===== config.mk =====
export PLATFORM = sky130hd
export DESIGN_NAME = overwriting_string_ring_queue_unit
export DESIGN_NICKNAME = d
export VERILOG_FILES = /design/src/hdl/osrq_pkg.sv /design/src/hdl/overwriting_string_ring_queue_unit.sv /design/src/hdl/osrq_ram.sv
export SDC_FILE = /design/constraint.sdc
export NUM_CORES = 1
export LEC_CHECK = 0
export ABC_CLOCK_PERIOD_IN_PS = 5950
export BUFFER_PORTS_ARGS = -buffer_cell sky130_fd_sc_hd__buf_2
export CAP_MARGIN = 10
export CORE_AREA = 2 2 327 329
export CTS_CLUSTER_SIZE = 28
export DETAILED_ROUTE_END_ITERATION = 16
export DIE_AREA = 0 0 329 331
export SKIP_CTS_REPAIR_TIMING = 1
export SLEW_MARGIN = 20
export SYNTH_ARGS = -nofsm -noshare
export SYNTH_HDL_FRONTEND = slang
export SYNTH_SLANG_ARGS = --single-unit
export TNS_END_PERCENT = 1

===== constraint.sdc =====
create_clock -name aclk -period 5.95 [get_ports aclk]
set_clock_uncertainty 0.1 [all_clocks]
set_input_delay 1.4875 -clock aclk [delete_from_list [all_inputs] [get_ports aclk]]
set_output_delay 1.4875 -clock aclk [all_outputs]
set_load 0.05 [all_outputs]

===== src/hdl/osrq_pkg.sv =====
// osrq_pkg: shared constants and codes of the overwriting string ring queue
// holds command and status codes, field widths and counter limits
// no dependencies
`timescale 1ns / 1ps
`default_nettype none

package osrq_pkg;

    // default ring size in bytes
    localparam int CAPACITY_DEFAULT = 64;

    // field widths
    localparam int CMD_W   = 2;
    localparam int BYTE_W  = 8;
    localparam int LEN_W   = 12;
    localparam int STAT_W  = 2;
    localparam int COUNT_W = 6;
    localparam int TOTAL_W = 32;

    // a get streams at most this many result transactions
    localparam int MAX_RUN = 64;
    localparam int RUN_W   = $clog2(MAX_RUN);

    // saturation limits
    localparam logic [COUNT_W-1:0] COUNT_MAX = COUNT_W'(63);
    localparam logic [TOTAL_W-1:0] TOTAL_MAX = '1;

    typedef enum logic [CMD_W-1:0] {
        CMD_PUSH  = 2'd0,
        CMD_POP   = 2'd1,
        CMD_GET   = 2'd2,
        CMD_CLEAR = 2'd3
    } cmd_t;

    typedef enum logic [STAT_W-1:0] {
        STATUS_OK       = 2'd0,
        STATUS_TOO_LONG = 2'd1,
        STATUS_EMPTY    = 2'd2,
        STATUS_NO_POP   = 2'd3
    } status_t;

endpackage

`default_nettype wire


===== src/hdl/overwriting_string_ring_queue_unit.sv =====
// overwriting_string_ring_queue_unit: ring of NUL-terminated strings with overwrite
// depends on osrq_pkg and osrq_ram (the byte ring)
//
// Usage: commands enter on the s_ channel (valid/ready), results leave on the
// m_ channel (valid/ready). Push, pop and clear give one result transaction,
// get gives one per byte of the head string including its terminator, at most
// 64, with m_last_of_run on the final one.
// The ring sits in a RAM with a registered read, and every command is worked
// through by one sequencer, one command at a time. A plain push reads its
// target byte, writes it and then loads its result into the output register;
// a push that lands on a stored string walks the ring to erase it (one cycle
// a byte) and then scans for the next head (one cycle a byte). Pop costs the
// same erase and scan walks.
// Get yields one byte a cycle while the output register is free.
// A string abandoned for running too long is zeroed one byte a cycle.
// Clear zeroes every ring byte in turn.
// Reset: the queue counters and pointers clear at once, then a clearing pass
// writes zero to every ring byte; s_ready is low during it.
// Stall: a finished result waits in the output register while the sequencer
// takes the next command; the sequencer waits whenever it has a new result
// and the output register is still full.
`timescale 1ns / 1ps
`default_nettype none

module overwriting_string_ring_queue_unit #(
    parameter int CAPACITY = osrq_pkg::CAPACITY_DEFAULT
) (
    input  wire logic                          aclk,
    input  wire logic                          aresetn,
    input  wire logic                          s_valid,
    output logic                               s_ready,
    input  wire logic [osrq_pkg::CMD_W-1:0]    s_command,
    input  wire logic [osrq_pkg::BYTE_W-1:0]   s_data_byte,
    input  wire logic [osrq_pkg::LEN_W-1:0]    s_string_length,
    output logic                               m_valid,
    input  wire logic                          m_ready,
    output logic      [osrq_pkg::STAT_W-1:0]   m_status,
    output logic      [osrq_pkg::BYTE_W-1:0]   m_read_byte,
    output logic                               m_last_of_run,
    output logic      [osrq_pkg::COUNT_W-1:0]  m_strings_stored,
    output logic      [osrq_pkg::TOTAL_W-1:0]  m_overwritten_total,
    output logic      [osrq_pkg::TOTAL_W-1:0]  m_popped_total
);

    import osrq_pkg::*;

    localparam int AW = $clog2(CAPACITY);
    localparam int CW = $clog2(CAPACITY + 1);

    localparam logic [AW-1:0]    LastIdx = AW'(CAPACITY - 1);
    localparam logic [AW:0]      CapSum  = (AW + 1)'(CAPACITY);
    localparam logic [CW-1:0]    CapCnt  = CW'(CAPACITY);
    localparam logic [LEN_W:0]   LenCap  = (LEN_W + 1)'(CAPACITY);
    localparam logic [RUN_W-1:0] RunLast = RUN_W'(MAX_RUN - 1);

    typedef enum logic [3:0] {
        S_CLEAR,
        S_IDLE,
        S_PUT_CHK,
        S_ER_CHK,
        S_SE_CHK,
        S_PUT_WR,
        S_ABANDON,
        S_GET_OUT,
        S_EMIT
    } state_t;

    typedef enum logic [1:0] {
        PUT_FIRST,
        PUT_CHAR,
        PUT_TERM
    } put_ctx_t;

    typedef enum logic {
        RET_PUT,
        RET_POP
    } ret_t;

    // sequencer and queue state
    state_t             state_reg, state_next;
    logic               clr_cmd_reg, clr_cmd_next;
    logic [AW-1:0]      clr_idx_reg, clr_idx_next;
    logic [AW-1:0]      head_reg, head_next;
    logic [AW-1:0]      wi_reg, wi_next;
    logic [COUNT_W-1:0] count_reg, count_next;
    logic [TOTAL_W-1:0] ovw_reg, ovw_next;
    logic [TOTAL_W-1:0] pop_reg, pop_next;
    logic               inprog_reg, inprog_next;
    logic               drop_reg, drop_next;
    logic [AW-1:0]      plen_reg, plen_next;
    put_ctx_t           ctx_reg, ctx_next;
    ret_t               ret_reg, ret_next;
    logic [AW-1:0]      walk_p_reg, walk_p_next;
    logic [CW-1:0]      walk_n_reg, walk_n_next;
    logic [RUN_W-1:0]   get_k_reg, get_k_next;
    status_t            status_reg, status_next;
    logic [AW-1:0]      put_p_reg, put_p_next;
    logic [BYTE_W-1:0]  put_b_reg, put_b_next;

    // output register
    logic               m_valid_reg, m_valid_next;
    logic [STAT_W-1:0]  m_status_reg, m_status_next;
    logic [BYTE_W-1:0]  m_byte_reg, m_byte_next;
    logic               m_last_reg, m_last_next;
    logic [COUNT_W-1:0] m_count_reg, m_count_next;
    logic [TOTAL_W-1:0] m_ovw_reg, m_ovw_next;
    logic [TOTAL_W-1:0] m_pop_reg, m_pop_next;

    // ring port
    logic               ram_we;
    logic [AW-1:0]      ram_waddr;
    logic [BYTE_W-1:0]  ram_wdata;
    logic               ram_re;
    logic [AW-1:0]      ram_raddr;
    logic [BYTE_W-1:0]  ram_rdata;

    logic               out_free;
    logic               out_load;
    status_t            out_status;
    logic [BYTE_W-1:0]  out_byte;
    logic               out_last;
    logic [AW:0]        pos_sum;
    logic [AW-1:0]      push_pos;
    logic               too_long;
    cmd_t               cmd;

    function automatic logic [AW-1:0] step_on(input logic [AW-1:0] i);
        step_on = (i == LastIdx) ? '0 : AW'(i + 1'b1);
    endfunction

    osrq_ram #(
        .WIDTH (BYTE_W),
        .DEPTH (CAPACITY)
    ) u_ring (
        .aclk    (aclk),
        .wr_en   (ram_we),
        .wr_addr (ram_waddr),
        .wr_data (ram_wdata),
        .rd_en   (ram_re),
        .rd_addr (ram_raddr),
        .rd_data (ram_rdata)
    );

    assign out_free = !m_valid_reg || m_ready;
    assign s_ready  = (state_reg == S_IDLE);
    assign cmd      = cmd_t'(s_command);

    // position of the next byte of the string in progress
    assign pos_sum  = {1'b0, wi_reg} + {1'b0, plen_reg};
    assign push_pos = (pos_sum >= CapSum) ? AW'(pos_sum - CapSum) : pos_sum[AW-1:0];
    assign too_long = ({1'b0, s_string_length} + (LEN_W + 1)'(1)) > LenCap;

    // sequencer
    always_comb begin
        state_next   = state_reg;
        clr_cmd_next = clr_cmd_reg;
        clr_idx_next = clr_idx_reg;
        head_next    = head_reg;
        wi_next      = wi_reg;
        count_next   = count_reg;
        ovw_next     = ovw_reg;
        pop_next     = pop_reg;
        inprog_next  = inprog_reg;
        drop_next    = drop_reg;
        plen_next    = plen_reg;
        ctx_next     = ctx_reg;
        ret_next     = ret_reg;
        walk_p_next  = walk_p_reg;
        walk_n_next  = walk_n_reg;
        get_k_next   = get_k_reg;
        status_next  = status_reg;
        put_p_next   = put_p_reg;
        put_b_next   = put_b_reg;

        ram_we    = 1'b0;
        ram_waddr = walk_p_reg;
        ram_wdata = '0;
        ram_re    = 1'b0;
        ram_raddr = walk_p_reg;

        out_load   = 1'b0;
        out_status = status_reg;
        out_byte   = '0;
        out_last   = 1'b1;

        case (state_reg)
            // zero the ring one byte a cycle
            S_CLEAR: begin
                ram_we       = 1'b1;
                ram_waddr    = clr_idx_reg;
                clr_idx_next = step_on(clr_idx_reg);
                if (clr_idx_reg == LastIdx) begin
                    status_next = STATUS_OK;
                    state_next  = clr_cmd_reg ? S_EMIT : S_IDLE;
                end
            end

            // take a command and start its work
            S_IDLE: begin
                if (s_valid) begin
                    put_b_next = s_data_byte;
                    case (cmd)
                        CMD_PUSH: begin
                            if (drop_reg) begin
                                if (s_data_byte == '0) begin
                                    drop_next = 1'b0;
                                end
                                status_next = STATUS_TOO_LONG;
                                state_next  = S_EMIT;
                            end else if (!inprog_reg) begin
                                if (s_data_byte == '0) begin
                                    status_next = STATUS_EMPTY;
                                    state_next  = S_EMIT;
                                end else if (too_long) begin
                                    drop_next   = 1'b1;
                                    status_next = STATUS_TOO_LONG;
                                    state_next  = S_EMIT;
                                end else begin
                                    put_p_next = wi_reg;
                                    ctx_next   = PUT_FIRST;
                                    ram_re     = 1'b1;
                                    ram_raddr  = wi_reg;
                                    state_next = S_PUT_CHK;
                                end
                            end else if (s_data_byte == '0) begin
                                put_p_next = push_pos;
                                ctx_next   = PUT_TERM;
                                ram_re     = 1'b1;
                                ram_raddr  = push_pos;
                                state_next = S_PUT_CHK;
                            end else if (plen_reg >= LastIdx) begin
                                walk_p_next = wi_reg;
                                walk_n_next = '0;
                                state_next  = S_ABANDON;
                            end else begin
                                put_p_next = push_pos;
                                ctx_next   = PUT_CHAR;
                                ram_re     = 1'b1;
                                ram_raddr  = push_pos;
                                state_next = S_PUT_CHK;
                            end
                        end
                        CMD_POP: begin
                            if (count_reg == '0) begin
                                status_next = STATUS_NO_POP;
                                state_next  = S_EMIT;
                            end else begin
                                count_next = count_reg - 1'b1;
                                if (pop_reg != TOTAL_MAX) begin
                                    pop_next = pop_reg + 1'b1;
                                end
                                walk_p_next = head_reg;
                                walk_n_next = '0;
                                ret_next    = RET_POP;
                                ram_re      = 1'b1;
                                ram_raddr   = head_reg;
                                state_next  = S_ER_CHK;
                            end
                        end
                        CMD_GET: begin
                            if (count_reg == '0) begin
                                status_next = STATUS_OK;
                                state_next  = S_EMIT;
                            end else begin
                                walk_p_next = head_reg;
                                get_k_next  = '0;
                                ram_re      = 1'b1;
                                ram_raddr   = head_reg;
                                state_next  = S_GET_OUT;
                            end
                        end
                        CMD_CLEAR: begin
                            head_next    = '0;
                            wi_next      = '0;
                            count_next   = '0;
                            ovw_next     = '0;
                            pop_next     = '0;
                            inprog_next  = 1'b0;
                            drop_next    = 1'b0;
                            plen_next    = '0;
                            clr_cmd_next = 1'b1;
                            clr_idx_next = '0;
                            state_next   = S_CLEAR;
                        end
                        default: begin
                            state_next = S_IDLE;
                        end
                    endcase
                end
            end

            // target byte read: free, or an older string to overwrite
            S_PUT_CHK: begin
                if (ram_rdata == '0) begin
                    state_next = S_PUT_WR;
                end else begin
                    if (count_reg != '0) begin
                        count_next = count_reg - 1'b1;
                    end
                    if (ovw_reg != TOTAL_MAX) begin
                        ovw_next = ovw_reg + 1'b1;
                    end
                    // read data of the target stays on the ram output
                    walk_p_next = put_p_reg;
                    walk_n_next = '0;
                    ret_next    = RET_PUT;
                    state_next  = S_ER_CHK;
                end
            end

            // erase a run of non-zero bytes, read ahead while writing zero
            S_ER_CHK: begin
                if (walk_n_reg != CapCnt && ram_rdata != '0) begin
                    ram_we      = 1'b1;
                    ram_waddr   = walk_p_reg;
                    walk_p_next = step_on(walk_p_reg);
                    walk_n_next = walk_n_reg + 1'b1;
                    ram_re      = 1'b1;
                    ram_raddr   = step_on(walk_p_reg);
                end else if (count_reg == '0) begin
                    head_next   = wi_reg;
                    status_next = STATUS_OK;
                    state_next  = (ret_reg == RET_PUT) ? S_PUT_WR : S_EMIT;
                end else begin
                    // scan for the next head from the stop byte
                    walk_n_next = '0;
                    ram_re      = 1'b1;
                    ram_raddr   = walk_p_reg;
                    state_next  = S_SE_CHK;
                end
            end

            // find the first non-zero byte as the new head
            S_SE_CHK: begin
                if (walk_n_reg == CapCnt) begin
                    head_next   = wi_reg;
                    status_next = STATUS_OK;
                    state_next  = (ret_reg == RET_PUT) ? S_PUT_WR : S_EMIT;
                end else if (ram_rdata != '0) begin
                    head_next   = walk_p_reg;
                    status_next = STATUS_OK;
                    state_next  = (ret_reg == RET_PUT) ? S_PUT_WR : S_EMIT;
                end else begin
                    walk_p_next = step_on(walk_p_reg);
                    walk_n_next = walk_n_reg + 1'b1;
                    ram_re      = 1'b1;
                    ram_raddr   = step_on(walk_p_reg);
                end
            end

            // store the pushed byte and update the string in progress
            S_PUT_WR: begin
                ram_we      = 1'b1;
                ram_waddr   = put_p_reg;
                ram_wdata   = put_b_reg;
                status_next = STATUS_OK;
                state_next  = S_EMIT;
                case (ctx_reg)
                    PUT_FIRST: begin
                        inprog_next = 1'b1;
                        plen_next   = AW'(1);
                    end
                    PUT_CHAR: begin
                        plen_next = plen_reg + 1'b1;
                    end
                    PUT_TERM: begin
                        wi_next = step_on(put_p_reg);
                        if (count_reg == '0) begin
                            head_next = wi_reg;
                        end
                        if (count_reg < COUNT_MAX) begin
                            count_next = count_reg + 1'b1;
                        end
                        inprog_next = 1'b0;
                        plen_next   = '0;
                    end
                    default: begin
                        plen_next = plen_reg;
                    end
                endcase
            end

            // zero the bytes of a string that ran too long
            S_ABANDON: begin
                ram_we      = 1'b1;
                ram_waddr   = walk_p_reg;
                walk_p_next = step_on(walk_p_reg);
                walk_n_next = walk_n_reg + 1'b1;
                if ((walk_n_reg + 1'b1) == CW'(plen_reg)) begin
                    inprog_next = 1'b0;
                    plen_next   = '0;
                    drop_next   = 1'b1;
                    if (count_reg == '0) begin
                        head_next = wi_reg;
                    end
                    status_next = STATUS_TOO_LONG;
                    state_next  = S_EMIT;
                end
            end

            // stream the head string, one byte a transaction
            S_GET_OUT: begin
                if (out_free) begin
                    out_load   = 1'b1;
                    out_status = STATUS_OK;
                    out_byte   = ram_rdata;
                    out_last   = (ram_rdata == '0) || (get_k_reg == RunLast);
                    if (out_last) begin
                        state_next = S_IDLE;
                    end else begin
                        walk_p_next = step_on(walk_p_reg);
                        get_k_next  = get_k_reg + 1'b1;
                        ram_re      = 1'b1;
                        ram_raddr   = step_on(walk_p_reg);
                    end
                end
            end

            // single result of push, pop, clear or a get on an empty queue
            S_EMIT: begin
                if (out_free) begin
                    out_load   = 1'b1;
                    out_status = status_reg;
                    state_next = S_IDLE;
                end
            end

            default: begin
                state_next = S_IDLE;
            end
        endcase
    end

    // output register
    always_comb begin
        m_valid_next  = m_ready ? 1'b0 : m_valid_reg;
        m_status_next = m_status_reg;
        m_byte_next   = m_byte_reg;
        m_last_next   = m_last_reg;
        m_count_next  = m_count_reg;
        m_ovw_next    = m_ovw_reg;
        m_pop_next    = m_pop_reg;
        if (out_load) begin
            m_valid_next  = 1'b1;
            m_status_next = out_status;
            m_byte_next   = out_byte;
            m_last_next   = out_last;
            m_count_next  = count_reg;
            m_ovw_next    = ovw_reg;
            m_pop_next    = pop_reg;
        end
    end

    // state and registered outputs
    always_ff @(posedge aclk) begin
        if (!aresetn) begin
            state_reg   <= S_CLEAR;
            clr_cmd_reg <= 1'b0;
            clr_idx_reg <= '0;
            head_reg    <= '0;
            wi_reg      <= '0;
            count_reg   <= '0;
            ovw_reg     <= '0;
            pop_reg     <= '0;
            inprog_reg  <= 1'b0;
            drop_reg    <= 1'b0;
            plen_reg    <= '0;
            m_valid_reg <= 1'b0;
        end else begin
            state_reg   <= state_next;
            clr_cmd_reg <= clr_cmd_next;
            clr_idx_reg <= clr_idx_next;
            head_reg    <= head_next;
            wi_reg      <= wi_next;
            count_reg   <= count_next;
            ovw_reg     <= ovw_next;
            pop_reg     <= pop_next;
            inprog_reg  <= inprog_next;
            drop_reg    <= drop_next;
            plen_reg    <= plen_next;
            m_valid_reg <= m_valid_next;
        end
        ctx_reg      <= ctx_next;
        ret_reg      <= ret_next;
        walk_p_reg   <= walk_p_next;
        walk_n_reg   <= walk_n_next;
        get_k_reg    <= get_k_next;
        status_reg   <= status_next;
        put_p_reg    <= put_p_next;
        put_b_reg    <= put_b_next;
        m_status_reg <= m_status_next;
        m_byte_reg   <= m_byte_next;
        m_last_reg   <= m_last_next;
        m_count_reg  <= m_count_next;
        m_ovw_reg    <= m_ovw_next;
        m_pop_reg    <= m_pop_next;
    end

    assign m_valid             = m_valid_reg;
    assign m_status            = m_status_reg;
    assign m_read_byte         = m_byte_reg;
    assign m_last_of_run       = m_last_reg;
    assign m_strings_stored    = m_count_reg;
    assign m_overwritten_total = m_ovw_reg;
    assign m_popped_total      = m_pop_reg;

endmodule

`default_nettype wire


===== src/hdl/osrq_ram.sv =====
// osrq_ram: generic simple dual-port ram, one write and one registered read
// depth and width set by parameters
// no dependencies
`timescale 1ns / 1ps
`default_nettype none

module osrq_ram #(
    parameter int WIDTH = 8,
    parameter int DEPTH = 64
) (
    input  wire logic                     aclk,
    input  wire logic                     wr_en,
    input  wire logic [$clog2(DEPTH)-1:0] wr_addr,
    input  wire logic [WIDTH-1:0]         wr_data,
    input  wire logic                     rd_en,
    input  wire logic [$clog2(DEPTH)-1:0] rd_addr,
    output logic      [WIDTH-1:0]         rd_data
);

    logic [WIDTH-1:0] mem [DEPTH];

    // write port and registered read port; read data holds while rd_en is low
    always_ff @(posedge aclk) begin
        if (wr_en) begin
            mem[wr_addr] <= wr_data;
        end
        if (rd_en) begin
            rd_data <= mem[rd_addr];
        end
    end

endmodule

`default_nettype wire


Word level (Yosys, flattened, before mapping)
Memory sizes are Yosys's and may differ from the RTL's. A register that Yosys moved wholly into a read port is not among the register bits.
Index checks and enable logic that the tools add are counted.
Widths: inputs -> output; s select.
Storage, ports and cells
  flip-flop bits (word level): 221
  latch bits: 0
  bits in writable memories: 512
  memory bits (read-only): 0
  input bits: 26
  output and inout bits: 83
  logic and storage cells: 323
  memories: 1
Memory list
  u_ring.mem: depth 64, bits a word 8, rd ports 1, clocked after Yosys merged registers in 1, wr ports 1, line osrq_ram.sv:20  | logic [WIDTH-1:0] mem [DEPTH];
Cells by class
  $add $sub $neg: 13
  $mul: 0
  divide/modulo/power cells: 0
  order comparisons: 4
  eq/ne operators: 62
  shift-type cells: 0
  muxes and demuxes: 169
  bitwise gates (word level): 1
  reductions and logical operators: 47
Operator list (count)
  $mux 6: 49
  $mux 32: 6
  $pmux 32 s2: 2
  $pmux 6 s2: 7
  $mux 4: 18
  $mux 7: 10
  $add 32x1->32 const B: 2
  $ne 32x32->1 const B: 2
  $pmux 6 s3: 3
  $ne 2x2->1 const B: 20
  $mux 2: 19
  $add 6x1->6 const B: 6
  $pmux 4 s9: 1
  $pmux 6 s6: 1
  $pmux 7 s5: 1
  $mux 1: 34
  $pmux 6 s5: 1
  $reduce_and 5->1: 5
  $eq 6x6->1 const B: 4
  $ne 3x3->1 const B: 8
  $pmux 6 s4: 1
  $reduce_and 8->1: 3
  $reduce_and 10->1: 2
  $reduce_bool 6->1: 3
  other kinds (52): 88

Longest topological paths before layout
Gate-level depths: netlist of the first run.
  depth after elaboration: 10
  gate-level depth with buffers: 17
  depth with buffers taken out: 13

Modules after synthesis
A second synthesis of the first run with hierarchy kept.
Second synthesis, totals
  cells, all modules: 2171
  area, all modules: 31735.4 um^2
By module, submodules not included
  osrq_ram: instances 1, cells an instance 972, area an instance 20270.7 um^2
  overwriting_string_ring_queue_unit: instances 1, cells an instance 1199, area an instance 11464.7 um^2

Worst setup path after synthesis of the first run
No wires, ideal clock.
  kind: in2reg
  start point: input m_ready
  end point: register m_last_reg (netlist: m_last_of_run) (enable)
  setup time: 0.522 ns
  arrival: 4.927 ns
  data required time: 5.328 ns
  setup slack: 0.402 ns
  stages: 2
  buffers on the path: 0
  cells stage by stage: nor2b_1 -> nor2_1
On the way
  longest elaborated chain between the ends: 3
Ends and longest elaborated chain
  start: declaration: line overwriting_string_ring_queue_unit.sv:36  | input wire logic m_ready,
  $logic_or 1x1->1: line overwriting_string_ring_queue_unit.sv:144  | assign out_free = !m_valid_reg || m_ready;
  $mux 1: line overwriting_string_ring_queue_unit.sv:403, overwriting_string_ring_queue_unit.sv:421
  $mux 1
  end signal: assignment: line overwriting_string_ring_queue_unit.sv:493  | m_last_reg <= m_last_next;
  end: declaration: line overwriting_string_ring_queue_unit.sv:104  | logic m_last_reg, m_last_next;
No other way between the ends.
A chain may end at the register's enable or synchronous reset.

Worst setup path in the final report of the first run
  start point: input s_string_length[10] (netlist name)
  end point: register u_ring.rd_data[1], read port of u_ring.mem, data pin
On the way
  longest elaborated chain between the ends: 9
  elaborated cells on any way between the ends: 16
  those cells by class: add/sub (1); order compare (1); mux (14)
Ends and longest elaborated chain
  start: declaration: line overwriting_string_ring_queue_unit.sv:34  | input wire logic [osrq_pkg::LEN_W-1:0] s_string_length,
  $add 12x1->13 *: line overwriting_string_ring_queue_unit.sv:151  | assign too_long = ({1'b0, s_string_length} + (LEN_W + 1)'(1)) > LenCap;
  $gt 13x7->1 *: line overwriting_string_ring_queue_unit.sv:151
  $mux 6 / $mux 1 (equally long branches): line overwriting_string_ring_queue_unit.sv:214  | end else if (too_long) begin
  $mux 6 / $mux 1 (equally long branches): line overwriting_string_ring_queue_unit.sv:211  | if (s_data_byte == '0) begin
  $mux 6 / $mux 1 (equally long branches): line overwriting_string_ring_queue_unit.sv:210  | end else if (!inprog_reg) begin
  $mux 6 / $mux 1 (equally long branches): line overwriting_string_ring_queue_unit.sv:204  | if (drop_reg) begin
  $pmux 6 s2 / $pmux 1 s2 (equally long branches): line overwriting_string_ring_queue_unit.sv:202  | case (cmd)
  $mux 6 / $mux 1 (equally long branches): line overwriting_string_ring_queue_unit.sv:200  | if (s_valid) begin
  $pmux 6 s4 / $pmux 1 s4 (equally long branches): line overwriting_string_ring_queue_unit.sv:186  | case (state_reg)
  end: declaration: line osrq_ram.sv:17  | output logic [WIDTH-1:0] rd_data
Every way passes the cells marked *; elsewhere a longest branch is shown, timed or not.

==> impl_results.md, run 1 <==
* Status: finished, final reports clean
* Most common cell after layout, fill and taps aside: edfxtp_1
* Initial DRC count at ~2100
* Max incr delay on CP at between 0.6 and 0.7 ns
* Overall Global Routing Usage at 0.144
* Row cnt at between 100 and 150
* FILL cells at roughly 10000
* P_leak at between 10 and 15 nW
* Initial antenna violation count at 0
* CP startpoint: s_string_length[10]
* Reg2reg path depth at 16
* Gpl congestion at 0.911
* Root Driver: clkbuf_16
* Maxcap violations at 0
* Max reg flops at about 510
* H-tree levels at 3
* Power per cell area at 482 nW/um2
* Largest net degree at the start of global routing at 65
* First-pass GRT wire length at approximately 120000 um
* Required @ worst endpoint at between 6 and 7 ns
* M2 GR Usage at 0.229
* Nets at between 2000 and 3000
* Worst setup SP type: input port
* Final worst-path cycle share at 0.907
* GR Overflow Total at 0
* Sequential-to-total area share from yosys stat at 0.676
* WL per Instance at approximately 20 um
* WL final at ~79000 um
* Share of cells above drive strength 1 at 0.153
* Full die area at 109000 um2
* Vias at 20200
* CTS max path bufs at 3
* Met1 usage at 0.200
* Post-route ant nets at 0
* Crit end category: register
* Synth Flop Type: edfxtp_1
* Num CTS Buffers at 75
* Post-route DRC at 0
* Final Hold Fails at 0
* Final HPWL DP at 51800 um
* I/O pins at between 100 and 150
* Slowest CP cell: or4_1
* Critical Path AT at approximately 5.7 ns
* Vias in the first global route at 19500
* Met3 Usage GRT at 0.0254
* Top reg by flops: u_ring.mem
* Setup CP Type: input port to register
* Pre-antenna DRT Iters at 6
* Worst-path fanout max at 25
* Die height at roughly 330 um
* Worst-Margin Slew at about 1.1 ns
* R2r setup slk at around 0.93 ns
* Register bit total from synthesis at approximately 740
* Clock Latency Late Sink at around 0.66 ns
* Reg2reg start: count_reg[0]
* Finished Layout Cells at approximately 4000
* Commonest cells after routing, fill and taps aside: edfxtp_1 (639), nand2_1 (235), nor2_1 (220)
* ANT cells at 0
* Syn Nets at roughly 2400
* Avg Cell Area, Syn at roughly 13 um2
* Busiest layer in global routing: met2
* RSZ-0062 raised after global routing: no
* Reg clk slew, reported paths at around 0.06 ns
* PortBufs at approximately 100
* Synthesized area at roughly 31000 um2
* Crit path to: u_ring.rd_data[1]
* Clock net sink count at around 740
* Die extent in x at between 300 and 400 um
* Max_slew headroom at 0.246
* Ys async rst share at 0
* Core footprint at about 100000 um2
* Layout area overhead at 15.7%
* Syn. warnings at 0
* Cells after Synth at 2374
* Yosys cell types at 77
* VDD IR max at around 0.00032 V
* Critical-path cell list: buf_2 -> or4_1 -> a211oi_4 -> mux2i_1 -> o41ai_1 -> a211oi_1 -> a221oi_4 -> buf_12 -> buf_4 -> mux4_2 -> a22oi_1 -> a21oi_1 -> or4_1
* Initial Utilization at 0.299
* Routed vias/inst at ~5
* Design Power at 17.5 mW
* Final min period at 5.39 ns
* TritonCTS clock tree: yes
* Final setup vio count at 0
* F_max at between 150 and 200 MHz
* Placed cells at 3824
* Reg2reg end: u_ring.rd_data[5]
* EDFF count, synth at 639
* Slew Limit Fails at 0
* Most frequent CP cell: or4_1
* Hold crit path type: register to register
-- worst max-delay path: cells and delay by family --
| kind | cells | cell delay, ns |
|---|---|---|
| buffers and inverters | 3 | 0.53 |
| AO/OA/AOI/OAI | 6 | 1.87 |
| AND/OR/NAND/NOR | 2 | 1.12 |
| multiplexers | 2 | 0.60 |
-- layout make-up --
type                    instances  area (um2)  area share
flip-flops and latches        741       21200       0.584
multi-input cells            1465        9550       0.263
clock buffers                  93        1970      0.0543
well taps                    1391        1740      0.0479
repair buffers                191        1340      0.0369
clock inverters                39         390      0.0107
inverters                      36         135     0.00372
-- metal layers --
metal,vias up,routed length [um]
met1,10000,35600
li1,9311,-
met5,-,0
met3,134,4850
met4,0,2110
met2,714,36400
-- how the worst min path moves through the flow --
| stage | cells after the start | from | endpoint |
|---|---|---|---|
| floorplan | 0 | count_reg[3] | m_strings_stored[3] |
| global placement | 0 | ovw_reg[30] | m_overwritten_total[30] |
| detailed placement | 0 | ovw_reg[30] | m_overwritten_total[30] |
| CTS | 0 | ovw_reg[30] | m_overwritten_total[30] |
| global route | 0 | ovw_reg[24] | m_overwritten_total[24] |
| finish | 0 | ovw_reg[30] | m_overwritten_total[30] |
-- metrics by stage --
stage                     TNS, ns  hold slack, ns  setup slack [ns]  instance area, um2  utilization
after detailed placement   -0.114           0.350           -0.0334               34000        0.324
after floorplan                 0           0.303             0.402               31400            -
after global routing            0           0.396             0.472               36400        0.346
final                           0           0.365             0.555               36400        0.346
after CTS                       0           0.367             0.624               36400        0.346
after global placement          0           0.338            0.0710               34000        0.324
-- cell usage after synthesis (40+ instances only) --
master,number,area (um2)
a21oi_1,85,425
a22oi_1,40,300
a31oi_1,42,263
and3_1,42,263
clkbuf_1,87,327
dfxtp_1,102,2040
edfxtp_1,639,19200
mux2i_1,42,420
mux4_2,56,1260
nand2_1,236,886
nand3_1,183,916
nor2_1,224,841
o21ai_0,64,320
xor2_1,51,447
-- where the power goes --
group | switching [mW] | leakage, nW | internal (mW)
combinational | 4.05 | 4.37 | 2.38
clock | 2.05 | 1.15 | 2.52
sequential | 0.335 | 5.87 | 6.18
total | 6.43 | 11.4 | 11.1
-- logic make-up after synthesis --
logic type      share of synthesized area
simple gates                        0.130
flops                               0.676
compound gates                     0.0835
buf+inv                            0.0224
mux                                0.0557
xor+xnor                           0.0234
fa+ha+maj                         0.00979
No activity file was read; power rests on OpenSTA's default activity.
==> run 2, diff against run 1 <==
- ABC_CLOCK_PERIOD_IN_PS: 5950 -> 5300
- clock period: 5.95 -> 5.3 ns (I/O delays scaled with it)
==> run 2 against run 1 <==
- sequential share of layout area is 1.2 points lower
- die area unchanged
- combinational power grew 22%
- worst hold slack gained 0.014 ns
- cell area up 2.1%
- final cell count up 2.0%
- worst setup slack got worse by 0.29 ns
- first-iteration DRC count is 21% higher
- register-to-register slack lost 0.63 ns
- wire length rose by 1.8%
- sequential power is 12% higher
==> impl_results.md, run 2 (same netlist as run 1, synthesis figures left out) <==
* Post-route DRC at 0 (unchanged)
* Switching power at 7.24 mW (+13%)
* Reg clk slew, reported paths at 0.06 ns (about the same)
* Maxcap violations at 0 (unchanged)
* H-tree levels at 3 (unchanged)
* Final min period at ~5.0 ns
* Full die area at 109000 um2 (unchanged)
* RSZ-0062 raised after global routing: no
* Initial DRC count at 2515 (+21%)
* First-pass GRT wire length at 122000 um (+1.6%)
* Crit end category: register
* Top reg by flops: u_ring.mem
* Initial antenna violation count at 2 (+2)
* Clock net sink count at 741 (unchanged)
* Setup CP Type: input port to register
* Overall Global Routing Usage at 0.146 (+0.00211)
* CTS max path bufs at 3 (unchanged)
* Power per cell area at 551 nW/um2 (+14%)
* PortBufs at 102 (unchanged)
* Setup WS post-layout at 0.270 ns (-0.285 ns)
* Gpl congestion at 0.929 (+2.0%)
* Nets at 2635 (+2.9%)
* Max_slew headroom at 0.335 (+0.0888)
* Final setup vio count at 0 (unchanged)
* Vias at 20500 (+1.6%)
* I/O pins at 109 (unchanged)
* Largest net degree at the start of global routing at 82 (+26%)
* Row cnt at 119 (unchanged)
* Commonest cells after routing, fill and taps aside: edfxtp_1 (639), nand2_1 (235), nor2_1 (220)
* Final Cell Area at 37100 um2 (+2.1%)
* Finished Layout Cells at 4034 (+2.0%)
* Placed cells at 3899 (+2.0%)
* Most common cell after layout, fill and taps aside: edfxtp_1
* Clock share of power at 0.262 (about the same)
* Die extent in x at 329 um (unchanged)
* Design Power at 20.5 mW (+17%)
* Sw frac at 0.354 (-0.0131)
* Required @ worst endpoint at 5.57 ns (-0.67 ns)
* Final Hold Fails at 0 (unchanged)
* WL final at 80400 um (+1.8%)
* GR Overflow Total at 0 (unchanged)
* Layout area overhead at 18.2%
* Routed vias/inst at 5.08 (-0.36%)
* P_leak at 11.9 nW (+4.2%)
* Place WS at -0.356 ns (-0.323 ns)
* F_max at a little under 200 MHz
* Die height at 331 um (unchanged)
* Final HPWL DP at 53800 um (+3.9%)
* Final hold slack at 0.379 ns (+0.0139 ns)
* TritonCTS clock tree: yes
* Worst setup SP type: input port
* ANT cells at 0 (unchanged)
* Num CTS Buffers at 75 (unchanged)
* Hold crit path type: register to register
* Max reg flops at 512 (unchanged)
* Post-route ant nets at 0 (unchanged)
* Share of cells above drive strength 1 at 0.177 (+0.0242)
* Worst-path fanout max at 10 (-60%)
* Status: finished, final reports clean
* WL per Instance at 19.9 um (-0.15%)
* Flop pwr share at 0.355 (-0.017)
* Worst-Margin Slew at 0.998 ns (-0.133 ns)
* Final worst-path cycle share at 0.949
* Critical Path AT at 5.30 ns (-0.38 ns)
* Vias in the first global route at 19600 (+0.39%)
* Slew Limit Fails at 0 (unchanged)
* Pre-antenna DRT Iters at 6 (unchanged)
* Clock Latency Late Sink at 0.63 ns (-0.03 ns)
* Logic pwr share at 0.383 (+0.016)
* VDD IR max at 0.000285 V (-10%)
* Initial Utilization at 0.299 (unchanged)
* Root Driver: clkbuf_16
* Int Pwr at 13.2 mW (+19%)
* Dpl cell area at 34700 um2 (+2.0%)
* Core footprint at 105000 um2 (unchanged)
run 2: power by group through the flow:
stage	clock network, mW	registers [mW]	logic [mW]
floorplan	0	7.45	4.64
global placement	0	7.36	7.77
detailed placement	0	7.37	7.80
CTS	5.47	7.25	7.83
global route	5.71	7.31	8.45
finish	5.36	7.26	7.83
run 2: metal layers:
metal  GRT usage  wire length, um  vias up
li1            -                -     9460
met2       0.229            37000      773
met1       0.202            35100    10100
met4      0.0517             2430        0
met3      0.0282             5840      138
met5           0                0        -
run 2: final timing paths:
path         slack, ns            endpoint  cells after the start           startpoint
max reg2reg       0.30   u_ring.rd_data[5]                     14    u_ring.rd_data[1]
min reg2reg       0.38  m_popped_total[27]                      0          pop_reg[27]
min               0.38  m_popped_total[27]                      0          pop_reg[27]
max               0.27   u_ring.rd_data[0]                     13  s_string_length[10]
run 2: area by class of cell:
| type | instances | area [um2] |
|---|---|---|
| clock buffers | 102 | 2060 |
| repair buffers | 266 | 2020 |
| flip-flops and latches | 741 | 21200 |
| fillers | 10100 | 67800 |
| well taps | 1391 | 1740 |
| clock inverters | 33 | 402 |
| inverters | 36 | 135 |
| multi-input cells | 1465 | 9550 |
run 2: critical path, cell delays in order:
cell	delay [ns]
buf_2	0.09
or4_1	0.61
a211oi_4	0.26
mux2i_1	0.12
o41ai_1	0.44
a211oi_1	0.22
a221oi_4	0.33
buf_12	0.22
buf_4	0.16
mux4_2	0.49
a22oi_1	0.28
a21oi_1	0.21
or4_1	0.54
run 2: metrics by stage:
stage	TNS [ns]	util
after global placement	-2.22	0.330
after global routing	0	0.354
final	0	0.354
after CTS	0	0.354
after detailed placement	-2.43	0.330
after floorplan	0	-
